==> src/hdl/sbsi_pkg.sv <==
`timescale 1ns / 1ps
// ----------------------------------------------------------------------------
// sbsi_pkg
// Shared widths, defaults and codes for the segment/box slab intersect block.
// ----------------------------------------------------------------------------
package sbsi_pkg;

    localparam int COORD_W = 32;
    localparam int DIR_W   = COORD_W + 1;
    localparam int IN_DW   = 12 * COORD_W;
    localparam int OUT_DW  = 104;
    localparam int FACE_W  = 3;

    localparam int COORD_FRAC_BITS_DEF = 16;
    localparam int PARAM_FRAC_BITS_DEF = 16;
    localparam int POINT_FRAC_BITS_DEF = 12;

    typedef enum logic [FACE_W-1:0] {
        FACE_NONE,
        FACE_NEG_Y,
        FACE_POS_Y,
        FACE_NEG_X,
        FACE_POS_X,
        FACE_NEG_Z,
        FACE_POS_Z
    } face_t;

endpackage

==> src/hdl/sbsi_div.sv <==
`timescale 1ns / 1ps
// ----------------------------------------------------------------------------
// sbsi_div
// Pipelined restoring divider, one quotient bit per stage, with an overflow
// flag for quotients that do not fit in the quotient width.
// ----------------------------------------------------------------------------
module sbsi_div
    import sbsi_pkg::*;
#(
    parameter int PARAM_FRAC_BITS = PARAM_FRAC_BITS_DEF,
    localparam int QB = PARAM_FRAC_BITS + 2,
    localparam int XW = PARAM_FRAC_BITS + 34,
    localparam int RW = DIR_W + QB
)
(
    input  logic              clk,
    input  logic              en,
    input  logic [XW-1:0]     num,
    input  logic [DIR_W-1:0]  den,
    input  logic              neg_in,
    output logic [QB-1:0]     quo,
    output logic              ovf,
    output logic              neg_out
);

    logic [RW-1:0]    rem_reg [QB];
    logic [DIR_W-1:0] den_reg [QB];
    logic [QB-1:0]    quo_reg [QB+1];
    logic             ovf_reg [QB+1];
    logic             neg_reg [QB+1];

    always_ff @(posedge clk)
    begin
        if (en)
        begin
            rem_reg[0] <= RW'(num);
            den_reg[0] <= den;
            quo_reg[0] <= '0;
            ovf_reg[0] <= RW'(num) >= (RW'(den) << QB);
            neg_reg[0] <= neg_in;
        end
    end

    for (genvar k = 1; k <= QB; k++)
    begin : g_stage
        logic [RW-1:0] sub;
        logic          take;
        logic [QB-1:0] quo_next;

        assign sub  = RW'(den_reg[k-1]) << (QB - k);
        assign take = rem_reg[k-1] >= sub;

        always_comb
        begin
            quo_next = quo_reg[k-1];
            quo_next[QB-k] = take;
        end

        always_ff @(posedge clk)
        begin
            if (en)
            begin
                quo_reg[k] <= quo_next;
                ovf_reg[k] <= ovf_reg[k-1];
                neg_reg[k] <= neg_reg[k-1];
            end
        end

        if (k < QB)
        begin : g_rem
            always_ff @(posedge clk)
            begin
                if (en)
                begin
                    rem_reg[k] <= take ? (rem_reg[k-1] - sub) : rem_reg[k-1];
                    den_reg[k] <= den_reg[k-1];
                end
            end
        end
    end

    assign quo     = quo_reg[QB];
    assign ovf     = ovf_reg[QB];
    assign neg_out = neg_reg[QB];

endmodule

==> config.mk <==
export PLATFORM = sky130hd
export DESIGN_NAME = sbsi_div
export DESIGN_NICKNAME = d
export VERILOG_FILES = /design/src/hdl/sbsi_pkg.sv /design/src/hdl/sbsi_div.sv
export SDC_FILE = /design/constraint.sdc
export NUM_CORES = 2
export LEC_CHECK = 0
export BUFFER_PORTS_ARGS = -buffer_cell sky130_fd_sc_hd__buf_2
export CAP_MARGIN = 20
export CORE_MARGIN = 4
export CORE_UTILIZATION = 50
export CTS_CLUSTER_DIAMETER = 60
export DETAILED_ROUTE_END_ITERATION = 6
export PLACE_DENSITY_LB_ADDON = 0.2
export SYNTH_ARGS = -nofsm -noshare
export SYNTH_HDL_FRONTEND = slang
export SYNTH_SLANG_ARGS = --single-unit
==> constraint.sdc <==
create_clock -name clk -period 4.91 [get_ports clk]
set_input_delay 1.473 -clock clk [delete_from_list [all_inputs] [get_ports clk]]
set_output_delay 1.473 -clock clk [all_outputs]
set_load 0.005 [all_outputs]
# Word level (Yosys, flattened, before mapping)
# Memory sizes are Yosys's and may differ from the RTL's.
# Index checks and enable logic that the tools add are counted.
# totals
mem_count,5
in_bits,86
elab_cells,60
out_inout_bits,20
regBits,0
ramBits,1892
# mem_list
memory,words,width,read_ports,rd_ports_with_merged_regs,wr,line,source
rem_reg,18,51,18,0,18,sbsi_div.sv:26,logic [RW-1:0] rem_reg [QB];
den_reg,18,33,18,0,18,sbsi_div.sv:27,logic [DIR_W-1:0] den_reg [QB];
quo_reg,19,18,19,0,19,sbsi_div.sv:28,logic [QB-1:0] quo_reg [QB+1];
neg_reg,19,1,19,0,19,sbsi_div.sv:30,logic neg_reg [QB+1];
ovf_reg,19,1,19,0,19,sbsi_div.sv:29,logic ovf_reg [QB+1];
# classes
n_mux,19
magnitude_cmp,19
addsub,17
# op_table
operator,count
51-bit 2-to-1 mux,17
50-bit by 51-bit >= comparator with 1-bit output,1
51-bit by 33-bit >= comparator with 1-bit output,1
51-bit by 34-bit >= comparator with 1-bit output,1
51-bit by 35-bit >= comparator with 1-bit output,1
51-bit by 36-bit >= comparator with 1-bit output,1
51-bit by 37-bit >= comparator with 1-bit output,1
51-bit by 38-bit >= comparator with 1-bit output,1
51-bit by 39-bit >= comparator with 1-bit output,1
51-bit by 40-bit >= comparator with 1-bit output,1
51-bit by 41-bit >= comparator with 1-bit output,1
51-bit by 42-bit >= comparator with 1-bit output,1
51-bit by 43-bit >= comparator with 1-bit output,1
51-bit by 44-bit >= comparator with 1-bit output,1
51-bit by 45-bit >= comparator with 1-bit output,1
51-bit by 46-bit >= comparator with 1-bit output,1
51-bit by 47-bit >= comparator with 1-bit output,1
51-bit by 48-bit >= comparator with 1-bit output,1
51-bit by 49-bit >= comparator with 1-bit output,1
51-bit by 50-bit >= comparator with 1-bit output,1
51-bit by 34-bit subtractor with 51-bit output,1
51-bit by 35-bit subtractor with 51-bit output,1
51-bit by 36-bit subtractor with 51-bit output,1
51-bit by 37-bit subtractor with 51-bit output,1
other kinds (14),15

# Logic depth before layout (Yosys ltp)
# An unclocked memory read counts as a cell.
# logic_depth
depth_word,3
depth_mapped,16
mapped_depth_nobuf,15

# Least setup slack after synthesis
# OpenSTA, ideal clock, no wires.
# synth_path
path_type,register to register
start,mem rem_reg[13][4] in the netlist's numbering
end,"mem rem_reg[14][50] in the netlist's numbering, data pin"
setup_ps,266
path_slack_ps,1144
arrival_time_ps,3500
period_less_slack_ps,3766
required_ps,4644
stages_incl_launch_ff,16
path_buffers,0
path_cell_list,edfxtp_1 > inv_1 > ha_1 > inv_1 > fa_1 > a211oi_1 > o2111ai_1 > a41oi_1 > or3b_2 > a31oi_1 > a221oi_1 > o21bai_1 > nor3b_1 > or4_4 > nor3_1 > xor2_1
# synth_rtl
element,line
start: declaration,sbsi_div.sv:26

==> results_dict.tcl <==
set metrics [dict create \
    cts_buffer_depth 3 \
    setup.worst_path.end "rem_reg[7][14]" \
    layout_overhead_on_the_synthesized_area_pct 11.71 \
    leakagePower_uw 0.04194 \
    detail_route.wl_per_cell_um 18.68 \
    postSynthRegisterBits 1720 \
    first_global_vias 65960 \
    first_iter_violations 3638 \
    worst_ep_arrival_time_ps 5200 \
    cts_setup_buffers 0 \
    clk_root_buffer_cell "sky130_fd_sc_hd__clkbuf_16" \
    grt_pass1_wl_mm 335.3 \
    largest_register_ffs 917 \
    synth_cell_type_count 84 \
    cts_max_level 4 \
    peakVddDrop_mv 0.3066 \
    syn_area_per_cell_um2 11.11 \
    synth.yosys.warnings 0 \
    groute.usage.overall_pct 21.34 \
    reg2reg_depth 14 \
    vias 63860 \
    max_freq_ghz 0.2162 \
    die_area_um2 196000 \
    hold_slack_ps 415.4 \
    clk-insertion-delay-late_ps 820 \
    dominantRegCellSynth "sky130_fd_sc_hd__edfxtp_1" \
    power.density_cell_area_nw_per_um2 588.8 \
    ant_nets 0 \
    fin_crit_ps 4625 \
    crit_path_max_fanout 43 \
    finalHoldViolCount 0 \
    synth_enable_flop_cells 1720 \
    cts_num_sinks 1720 \
    die_w_um 442.8 \
    floorplan.initialDensity_pct 50.32 \
    worst_r2r_endpoint "rem_reg[7][14]" \
    number_of_antenna_violations_at_the_first_check_in_global_routing 3 \
    top_level_ports 106 \
    asyncSetResetFlopFracSynth_pct 0 \
    cts_tree "done" \
    layout_commonest_cell "sky130_fd_sc_hd__edfxtp_1" \
    worst-setup-path-type "flop to flop" \
    synthesis.area_um2 94500 \
    synth-seq-area-share_pct 54.65 \
    grt_setup_unrepaired "false" \
    final_cell_mix "sky130_fd_sc_hd__edfxtp_1 (1720), sky130_fd_sc_hd__inv_1 (790), sky130_fd_sc_hd__a21oi_1 (786), sky130_fd_sc_hd__nand2_1 (629), sky130_fd_sc_hd__ha_1 (626)" \
    regToRegStartpoint "rem_reg[6][11]" \
    drt-total-wl_mm 212.4 \
    final_min_period_over_clock_period_pct 94.20 \
    final-max-slew-violation-count 0 \
    worstMarginPinSlew_ps 1118 \
    design.core.area_um2 187800 \
    dpl.hpwl_mm 163.9 \
    timing.reg2reg.setup_slack_ps 280 \
    detailed_router_iteration_count_before_antenna_repair 7 \
    place_congestion 1.033 \
    detail_route.drc_violations 0 \
    tritoncts.num_buffers 193 \
    grt_max_degree 104 \
    syn_inst 8504 \
    type_of_destination_of_the_critical_path "flop" \
    clock-skew-final_ps 44.93 \
    fin_setup_tns_ps 0 \
    hold_bufs_at_cts 0 \
    number_of_setup_violations_in_the_final_report 0 \
    cp-startpoint "rem_reg[6][11]" \
    grt.overflow.total 0 \
    io_buffer_count 105 \
    cts.reportedPaths.clkPinSlew_ps 60 \
    crit_required_ps 5480 \
    number_of_gates_resized_after_cts 0 \
    num-nets-final 9441 \
    floorplan.die.height_um 442.8 \
    max_cap_violations 0 \
    layout-drive-gt1-share_pct 7.878 \
    post_syn_nets 9233 \
    crit_path_start_kind "flop" \
    n_antenna_cell 0 \
    relSlewSlack_pct 24.78 \
    viasPerCell 5.617 \
    worstHoldPathType "flop to flop" \
    outcome "completed" \
    floorplan.rows 159 \
]
-- cell usage after synthesis, drive strengths merged (10+ instances only) --
cell     instances  share of area (%)
nor3b           13               0.10
a21o           339                2.7
a211oi          51               0.42
or3             40               0.27
edfxtp        1720                 55
nor3           123               0.65
a221oi          12               0.11
nor2           539                2.1
a41oi           15               0.14
mux2           105                1.3
fa              17               0.36
clkbuf         201               0.80
nor4            85               0.57
and4            20               0.19
nor2b           86               0.57
xnor2          365                3.4
or4             24               0.19
buf             29               0.12
nand2          630                2.5
o21bai          77               0.61
a2111oi         16               0.15
a31oi           68               0.45
inv            791                3.1
nand2b          98               0.65
nand4          139               0.92
o21a            80               0.64
nor4b           25               0.23
o211ai          36               0.29
a21oi          787                4.2
nand3b          15               0.12
and3            58               0.38
nand3          161               0.85
o31a            25               0.23
and2            24               0.16
o2111ai         11               0.10
o311ai          10              0.093
xor2           268                2.5
o21ai          545                2.9
o31ai           47               0.37
a21boi          21               0.17
ha             626                8.3
or2             26               0.17
-- report_power, final --
part	switching, uW	total (uW)	internal, uW	leakage, uW
registers	1890	22700	20800	0.0167
clock network	5970	14800	8870	0.00320
logic	14200	24600	10400	0.0221
total	22100	62200	40100	0.0419
-- worst min-delay path by stage --
stage | startpoint | end | slack, ps | depth (start not counted)
floorplan | neg_reg[9] | neg_reg[10] | 400 | 0
global placement | neg_reg[11] | neg_reg[12] | 400 | 0
detailed placement | neg_reg[12] | neg_reg[13] | 400 | 0
CTS | quo_reg[14][5] | quo_reg[15][5] | 410 | 0
global route | quo_reg[16][9] | quo_reg[17][9] | 420 | 0
finish | quo_reg[9][11] | quo_reg[10][11] | 420 | 0
-- area by class of cell --
class | count | area [um^2]
Multi-Input combinational cell | 5762 | 39160
Inverter | 792 | 2973
Sequential cell | 1720 | 51650
Timing Repair Buffer | 243 | 2027
Clock inverter | 122 | 1632
Fill cell | 15600 | 82230
Tap cell | 2495 | 3122
Clock buffer | 234 | 5005
-- cell families (layout without fill, tap and decap cells) --
| group | count (synthesis) | after routing | share of synthesized area [%] |
|---|---|---|---|
| fa+ha+maj | 643 | 643 | 8.648 |
| xor+xnor | 633 | 633 | 5.866 |
| simple gates | 2133 | 2133 | 10.94 |
| mux | 113 | 113 | 1.336 |
| flops | 1720 | 1720 | 54.65 |
| buf+inv | 1022 | 1391 | 4.067 |
| compound gates | 2240 | 2240 | 14.49 |
-- stage by stage --
step	instances	util (%)	total power, uW	instance area [um^2]	setup slack, ps
2_1_floorplan	8504	-	40640	94500	1144
3_3_place_gp	11010	52.68	46620	98930	258.4
3_5_place_dp	11010	52.68	47200	98930	314.8
4_1_cts	11370	56.21	62280	105600	279.8
5_1_grt	11370	56.21	66160	105600	66.95
6_report	11370	56.21	62160	105600	284.8
-- critical path: stages, from the launching register on --
cell	delay, ps
sky130_fd_sc_hd__edfxtp_1	360
sky130_fd_sc_hd__inv_1	80
sky130_fd_sc_hd__ha_1	160
sky130_fd_sc_hd__inv_1	50
sky130_fd_sc_hd__fa_1	430
sky130_fd_sc_hd__a211oi_1	250
sky130_fd_sc_hd__o21ai_0	210
sky130_fd_sc_hd__a211oi_1	460
sky130_fd_sc_hd__o221ai_1	420
sky130_fd_sc_hd__o31a_1	450
sky130_fd_sc_hd__o21ai_0	320
sky130_fd_sc_hd__nand2_1	200
sky130_fd_sc_hd__a31oi_4	320
sky130_fd_sc_hd__buf_12	240
sky130_fd_sc_hd__mux2_2	360
-- per-layer routing --
metal  routed length, um  global-route usage, %
met5                   0                      0
met3                6200                  2.684
met2              117700                  42.95
met4               16900                  15.19
met1               71620                  19.30
(Power assumes the default switching activity.)
